## src/rtl/core/fpce_pkg.sv

```systemverilog
// Shared types, codes and helpers for the flash programmer command engine.
// No dependencies; used by fpce_queue, fpce_front, fpce_back and the top level.
package fpce_pkg;

    localparam int OPBUF_DEPTH_DEF = 1024;
    localparam int QUEUE_DEPTH     = 4;

    localparam logic [7:0] ACK_BYTE   = 8'h06;
    localparam logic [7:0] NAK_BYTE   = 8'h15;
    localparam logic [7:0] TOP_OPCODE = 8'h10;

    localparam logic [1:0] F_SERIAL = 2'd0;
    localparam logic [1:0] F_FLASH  = 2'd1;
    localparam logic [1:0] F_TICK   = 2'd2;

    localparam logic [1:0] CFG_SBL = 2'd0;
    localparam logic [1:0] CFG_BTM = 2'd1;
    localparam logic [1:0] CFG_CSL = 2'd2;

    localparam logic [2:0] K_SEND  = 3'd0;
    localparam logic [2:0] K_READ  = 3'd1;
    localparam logic [2:0] K_BINIT = 3'd2;
    localparam logic [2:0] K_BREAD = 3'd3;
    localparam logic [2:0] K_ODIS  = 3'd4;
    localparam logic [2:0] K_WRITE = 3'd5;
    localparam logic [2:0] K_DELAY = 3'd6;

    localparam logic [2:0] D_EMIT   = 3'd0;
    localparam logic [2:0] D_SYNC   = 3'd1;
    localparam logic [2:0] D_ACKB   = 3'd2;
    localparam logic [2:0] D_BURST0 = 3'd3;
    localparam logic [2:0] D_BURSTN = 3'd4;
    localparam logic [2:0] D_QUERY  = 3'd5;

    localparam logic [4:0] OP_NOP   = 5'h00;
    localparam logic [4:0] OP_VER   = 5'h01;
    localparam logic [4:0] OP_MAP   = 5'h02;
    localparam logic [4:0] OP_NAME  = 5'h03;
    localparam logic [4:0] OP_SBUF  = 5'h04;
    localparam logic [4:0] OP_BUS   = 5'h05;
    localparam logic [4:0] OP_CHIP  = 5'h06;
    localparam logic [4:0] OP_OPBUF = 5'h07;
    localparam logic [4:0] OP_WNMAX = 5'h08;
    localparam logic [4:0] OP_READ  = 5'h09;
    localparam logic [4:0] OP_READN = 5'h0A;
    localparam logic [4:0] OP_CLEAR = 5'h0B;
    localparam logic [4:0] OP_WBYTE = 5'h0C;
    localparam logic [4:0] OP_WN    = 5'h0D;
    localparam logic [4:0] OP_DELAY = 5'h0E;
    localparam logic [4:0] OP_EXEC  = 5'h0F;

    typedef struct packed {
        logic [1:0] func;
        logic [7:0] value;
    } in_item_t;

    typedef struct packed {
        logic [2:0]  kind;
        logic [23:0] address;
        logic [7:0]  data;
        logic [31:0] delay_us;
        logic        last;
    } out_item_t;

    typedef struct packed {
        logic [2:0]  dtype;
        logic [2:0]  kind;
        logic [23:0] address;
        logic [7:0]  data;
        logic [31:0] delay_us;
        logic        flag;
    } desc_t;

    typedef struct packed {
        logic [15:0] sbl;
        logic [7:0]  btm;
        logic [4:0]  csl;
    } cfg_t;

    function automatic logic [2:0] plen(input logic [4:0] op);
        logic [2:0] n;
        unique case (op)
            OP_READ:  n = 3'd3;
            OP_READN: n = 3'd6;
            OP_WBYTE: n = 3'd4;
            OP_DELAY: n = 3'd4;
            default:  n = 3'd0;
        endcase
        return n;
    endfunction

    function automatic desc_t mk_desc(input logic [2:0] dtype, input logic [2:0] kind,
                                      input logic [23:0] addr, input logic [7:0] data,
                                      input logic [31:0] dly, input logic flag);
        desc_t d;
        d.dtype    = dtype;
        d.kind     = kind;
        d.address  = addr;
        d.data     = data;
        d.delay_us = dly;
        d.flag     = flag;
        return d;
    endfunction

    function automatic desc_t mk_send(input logic [7:0] b);
        return mk_desc(D_EMIT, K_SEND, 24'd0, b, 32'd0, 1'b0);
    endfunction

endpackage

```

## src/rtl/core/fpce_queue.sv

```systemverilog
// Short request queue between the command front end and the result back end.
// Depends on fpce_pkg.
module fpce_queue (
    input  logic            aclk,
    input  logic            aresetn,
    input  logic            push,
    input  fpce_pkg::desc_t push_desc,
    output logic            full,
    input  logic            pop,
    output logic            head_valid,
    output fpce_pkg::desc_t head
);

    localparam int QD = fpce_pkg::QUEUE_DEPTH;
    localparam int PW = $clog2(QD);
    localparam int CW = $clog2(QD + 1);

    fpce_pkg::desc_t   slot_reg [QD];
    logic [PW-1:0]     wp_reg, wp_next, rp_reg, rp_next;
    logic [CW-1:0]     cnt_reg, cnt_next;

    assign full       = cnt_reg == CW'(QD);
    assign head_valid = cnt_reg != '0;
    assign head       = slot_reg[rp_reg];

    always_comb begin
        wp_next  = wp_reg;
        rp_next  = rp_reg;
        cnt_next = cnt_reg;
        if (push) begin
            wp_next = (wp_reg == PW'(QD - 1)) ? '0 : PW'(wp_reg + 1'b1);
        end
        if (pop) begin
            rp_next = (rp_reg == PW'(QD - 1)) ? '0 : PW'(rp_reg + 1'b1);
        end
        if (push && !pop) begin
            cnt_next = CW'(cnt_reg + 1'b1);
        end else if (pop && !push) begin
            cnt_next = CW'(cnt_reg - 1'b1);
        end
    end

    always_ff @(posedge aclk) begin
        if (push) begin
            slot_reg[wp_reg] <= push_desc;
        end
        if (!aresetn) begin
            wp_reg  <= '0;
            rp_reg  <= '0;
            cnt_reg <= '0;
        end else begin
            wp_reg  <= wp_next;
            rp_reg  <= rp_next;
            cnt_reg <= cnt_next;
        end
    end

endmodule

```

## config.mk

```make
export PLATFORM = sky130hd
export DESIGN_NAME = fpce_queue
export DESIGN_NICKNAME = d
export VERILOG_FILES = /design/src/rtl/core/fpce_pkg.sv /design/src/rtl/core/fpce_queue.sv
export SDC_FILE = /design/constraint.sdc
export NUM_CORES = 1
export LEC_CHECK = 0
export BUFFER_PORTS_ARGS = -buffer_cell sky130_fd_sc_hd__buf_2
export CELL_PAD_IN_SITES_DETAIL_PLACEMENT = 2
export CELL_PAD_IN_SITES_GLOBAL_PLACEMENT = 2
export CORE_MARGIN = 2
export CORE_UTILIZATION = 48
export DETAILED_ROUTE_END_ITERATION = 7
export GPL_TIMING_DRIVEN = 1
export HOLD_SLACK_MARGIN = 0.06
export PLACE_DENSITY = 0.87
export SLEW_MARGIN = 0
export SYNTH_ARGS = -nofsm -noshare
export SYNTH_HDL_FRONTEND = slang
export SYNTH_SLANG_ARGS = --single-unit
export TNS_END_PERCENT = 1
```

## constraint.sdc

```tcl
create_clock -name aclk -period 4.7 [get_ports aclk]
set_input_delay 0.47 -clock aclk [delete_from_list [all_inputs] [get_ports aclk]]
set_output_delay 0.47 -clock aclk [all_outputs]
set_load 0.02 [all_outputs]
```

==> impl_results.rst, run 1 <==
.. list-table::
   :header-rows: 1

   * - Metric
     - Value
   * - Count of flip-flops with a built-in enable after synthesis
     - 284
   * - Count of buffers inserted at the top-level ports
     - 147
   * - Most used DFF post-synth
     - sky130_fd_sc_hd__edfxtp_1
   * - Number of instances in the synthesized netlist
     - 415
   * - Terminating stage of the flow
     - detailed placement
   * - Area share of the largest cell type after synthesis
     - 79.1%
   * - Unique masters post-synth
     - 23
   * - Rows
     - 54
   * - Boundary Pins
     - 148
   * - Horiz. Die Dim
     - 154 um
   * - Height of the die
     - 154 um
   * - Post-Syn Area
     - 0.0108 mm2
   * - Cells taking the most area after synthesis
     - sky130_fd_sc_hd__edfxtp_1 79%, sky130_fd_sc_hd__mux4_2 15%, sky130_fd_sc_hd__dfxtp_1 1.7%
   * - Most frequent cell after synthesis
     - sky130_fd_sc_hd__edfxtp_1
   * - YS warnings
     - 0
   * - Flop and latch count out of synthesis
     - 293
   * - Error message
     - [ERROR DPL-0033] detailed placement checks failed during check placement.
   * - Status
     - stopped before the end
   * - Mean instance size in the synthesized netlist
     - 26.0 um2
   * - Starting Density
     - 49.1%
   * - Post-Synthesis Net Count
     - 497
   * - Final RePlAce weighted congestion
     - 0.752
   * - Share of synthesized area occupied by flip-flops and latches
     - 80.8%
   * - Cell type with the largest total area after synthesis
     - sky130_fd_sc_hd__edfxtp_1
   * - Detail Placement HPWL
     - 15.9 mm
   * - Proportion of synthesized flip-flops having asynchronous set or reset
     - 0%
   * - Commonest cells post-synth
     - 284 x sky130_fd_sc_hd__edfxtp_1, 70 x sky130_fd_sc_hd__mux4_2, 9 x sky130_fd_sc_hd__dfxtp_1
[metrics by stage]
stage          instances  cell area (um2)  setup WS, ps
2_1_floorplan        415            10800          2050
3_3_place_gp         828            11700          2000
[cells by family after synthesis]
logic type | synth area share [%]
xor gates and xnor gates | 0.163
adders and majority gates | 0.882
buffers and inverters | 1.90
muxes | 15.2
DFF | 80.8
and+or+nand+nor | 0.847
AOI/OAI and AO/OA | 0.186
==> inputs of run 2 (changes only) <==
--- a/config.mk
+++ b/config.mk
@@ -6,14 +6,11 @@
 export NUM_CORES = 1
 export LEC_CHECK = 0
 export BUFFER_PORTS_ARGS = -buffer_cell sky130_fd_sc_hd__buf_2
-export CELL_PAD_IN_SITES_DETAIL_PLACEMENT = 2
-export CELL_PAD_IN_SITES_GLOBAL_PLACEMENT = 2
 export CORE_MARGIN = 2
-export CORE_UTILIZATION = 48
+export CORE_UTILIZATION = 40
 export DETAILED_ROUTE_END_ITERATION = 7
 export GPL_TIMING_DRIVEN = 1
-export HOLD_SLACK_MARGIN = 0.06
-export PLACE_DENSITY = 0.87
+export PLACE_DENSITY_LB_ADDON = 0.15
 export SLEW_MARGIN = 0
 export SYNTH_ARGS = -nofsm -noshare
 export SYNTH_HDL_FRONTEND = slang
==> run 2 against run 1 <==
The flow now finishes without violations. Synthesized cell count unchanged. Synthesized area did not move.
==> impl_results.rst, run 2 <==
.. list-table::
   :header-rows: 1

   * - Metric
     - Value
   * - Ratio of cells with drive above 1 in the final layout
     - 45.6%
   * - Number of antenna violations at the first check in global routing
     - 2
   * - Most used DFF post-synth
     - sky130_fd_sc_hd__edfxtp_1
   * - Launch point of the worst hold path
     - push_desc[47]
   * - Final Hold Violating Endpoints
     - 0
   * - Startpoint type of the worst setup path
     - flop
   * - Sequential fraction of design power
     - 49.2%
   * - Mean instance size in the synthesized netlist
     - 26.0 um2
   * - Commonest cells post-synth
     - 284 x sky130_fd_sc_hd__edfxtp_1, 70 x sky130_fd_sc_hd__mux4_2, 9 x sky130_fd_sc_hd__dfxtp_1
   * - Share of synthesized area occupied by flip-flops and latches
     - 80.8%
   * - Cell type with the largest total area after synthesis
     - sky130_fd_sc_hd__edfxtp_1
   * - Max_cap viols
     - 0
   * - Root buffer cell
     - sky130_fd_sc_hd__clkbuf_16
   * - Data arrival, critical path
     - 2700 ps
   * - Worst Tran Pin Value
     - 1120 ps
   * - Count of cells resized by post-cts repair
     - 0
   * - Core Footprint
     - 0.0267 mm2
   * - Status
     - complete, no violations
   * - Most frequent cell after synthesis
     - sky130_fd_sc_hd__edfxtp_1
   * - Global-route wire length before repair
     - 30.5 mm
   * - Die Area
     - 0.0283 mm2
   * - Remaining number of nets flagged by the antenna check after routing
     - 0
   * - Min Hold Slack
     - 143 ps
   * - Type of the setup path with the least slack
     - reg2out
   * - Area share of the largest cell type after synthesis
     - 79.1%
   * - Number of standard cells in the layout, taps in and fillers out
     - 949
   * - Part of the total power dissipated in the clock network
     - 42.6%
   * - Sw frac
     - 21.1%
   * - YS warnings
     - 0
   * - Tot GR Track Use
     - 14.1%
   * - Nets
     - 666
   * - Part of the total power dissipated in combinational logic
     - 8.2%
   * - First-pass detailed-route iteration total
     - 4
   * - Boundary Pins
     - 148
   * - Worst setup skew after layout
     - 7.26 ps
   * - Setup TNS after final layout
     - 0 ps
   * - Cell total after placement
     - 893
   * - Period minus WS final
     - 3170 ps
   * - Total routed wirelength
     - 19.7 mm
   * - Detail Placement HPWL
     - 11.4 mm
   * - Starting Density
     - 40.3%
   * - ANT cells
     - 0
   * - Largest vdd supply drop
     - 0.200 mV
   * - Count of flip-flops with a built-in enable after synthesis
     - 284
   * - Power density over the cells
     - 480 mW/mm2
   * - Element type at the critical path end
     - output pin
   * - Routed length per instance
     - 20.8 um
   * - Maximum fanout along the worst path
     - 43
   * - R2r setup slk
     - 2570 ps
   * - Horiz. Die Dim
     - 168 um
   * - Cell Int Power
     - 4900 uW
   * - Number of global-route vias before repair
     - 5271
   * - Commonest cells after routing, fill and taps aside
     - 284 x sky130_fd_sc_hd__edfxtp_1, 147 x sky130_fd_sc_hd__buf_2, 70 x sky130_fd_sc_hd__mux4_2, 31 x sky130_fd_sc_hd__clkbuf_16, 9 x sky130_fd_sc_hd__bufinv_16
   * - Clock Latency Late Sink
     - 530 ps
   * - Static power due to leakage
     - 0.00438 uW
   * - Count of buffers inserted at the top-level ports
     - 147
   * - Hold path cells
     - 1
   * - Number of fill cells
     - 2243
   * - Number of instances in the synthesized netlist
     - 415
   * - Non-Filler Cell Area, Final
     - 0.0129 mm2
   * - Worst path cell trace
     - buf_4, mux4_2, buf_2
   * - Max H-tree Level
     - 1
   * - Height of the die
     - 168 um
   * - DR iter-0 viols
     - 367
   * - Maximum clock rate
     - 0.316 GHz
   * - Max_slew headroom
     - 25.3%
   * - Worst min-delay path category
     - in2reg
   * - RSZ-0062 raised after global routing
     - no
   * - Relative area change from synthesis to final layout
     - 20.1%
   * - Detail-routed via count per cell
     - 5.06
   * - Unique masters post-synth
     - 23
   * - Detailed-route DRC error count
     - 0
   * - Share of the core filled with cells
     - 48.4%
   * - RR Endpoint
     - slot_reg[0][4]
   * - Largest buffer count on any clock path
     - 3
   * - Startpoint of the worst register-to-register path
     - wp_reg[0]
   * - Post-Synthesis Net Count
     - 497
   * - Num CTS Buffers
     - 30
   * - Hold buffers post-CTS
     - 0
   * - Required time at the worst-slack endpoint
     - 4230 ps
   * - Rows
     - 60
   * - Peak per-stage delay on the critical path
     - 950 ps
   * - TritonCTS clock tree
     - built
   * - Post-Syn Area
     - 0.0108 mm2
   * - CTS clk-pin slew, worst paths
     - 60 ps
   * - Cells taking the most area after synthesis
     - sky130_fd_sc_hd__edfxtp_1 79%, sky130_fd_sc_hd__mux4_2 15%, sky130_fd_sc_hd__dfxtp_1 1.7%
   * - Flip-flop count of the largest register after layout
     - 284
   * - Proportion of synthesized flip-flops having asynchronous set or reset
     - 0%
   * - Flop and latch count out of synthesis
     - 293
   * - Sink Count
     - 293
   * - Most common cell after layout, fill and taps aside
     - sky130_fd_sc_hd__edfxtp_1
   * - Sum of overflow across all layers after global routing
     - 0
   * - Terminating pin of the worst hold path
     - slot_reg[0][47]
   * - Final Cycle Share
     - 67.4%
   * - Maximum number of pins on one net before global-route repair
     - 72
   * - Final Max Slew Viols
     - 0
   * - Buffer count from post-CTS setup fixing
     - 0
   * - Final RePlAce weighted congestion
     - 0.742
   * - Number of setup violations in the final report
     - 0
   * - Vias post-DR
     - 4803
   * - Placement Cell Area
     - 0.0118 mm2
   * - Slowest library cell on the worst path
     - sky130_fd_sc_hd__dfxtp_4
   * - Switch Pwr
     - 1310 uW
   * - R2r worst-path depth
     - 4
run 2: cell counts after synthesis:
No cell type changed its count.
run 2: power groups by stage:
stage	Clock, uW	Combinational (uW)	Sequential, uW
floorplan	0	370	3070
global placement	0	512	3110
detailed placement	0	521	3120
CTS	2710	522	3060
global route	2820	550	3070
finish	2650	508	3060
run 2: worst max-delay path by stage:
stage,endpoint,slack (ps),startpoint
after global routing,head[42],1260,flop
after detailed placement,head[10],1970,flop
after global placement,head[7],2010,flop
after CTS,head[10],1390,flop
final,head[10],1530,flop
after floorplan,slot_reg[3][0],2050,wp_reg[0]
run 2: cells by family after synthesis:
| logic type | synth area share, % |
|---|---|
| AOI/OAI and AO/OA | 0.186 |
| and+or+nand+nor | 0.847 |
| muxes | 15.2 |
| adders and majority gates | 0.882 |
| xor gates and xnor gates | 0.163 |
| buffers and inverters | 1.90 |
| DFF | 80.8 |
run 2: critical path, delay by kind of cell, from the launching register on:
family   cells  cell delay (ps)
mux          1              550
flops        1              950
buf+inv      2              630
run 2: area by class of cell:
class,instances,area (um2),area share [%]
clock buffers,33,783,6.05
flip-flops and latches,293,8720,67.3
clock inverters,23,344,2.66
inverters,4,15.0,0.116
well taps,341,427,3.30
multi-input cells,102,1880,14.5
repair buffers,153,781,6.03
run 2: layer usage:
layer / wire length, um / track usage [%] / up-vias
met5: 27 / 0 / -
met4: 335 / 3.60 / 4
met3: 1280 / 3.48 / 32
met2: 9810 / 23.5 / 118
met1: 8290 / 18.9 / 2529
li1: - / - / 2120
run 2: metrics by stage:
step           worst slack [ps]  power [uW]
3_3_place_gp               2010        3620
6_report                   1530        6210
4_1_cts                    1390        6290
2_1_floorplan              2050        3440
3_5_place_dp               1970        3640
5_1_grt                    1260        6440
Power figures use the tool's default switching activity.
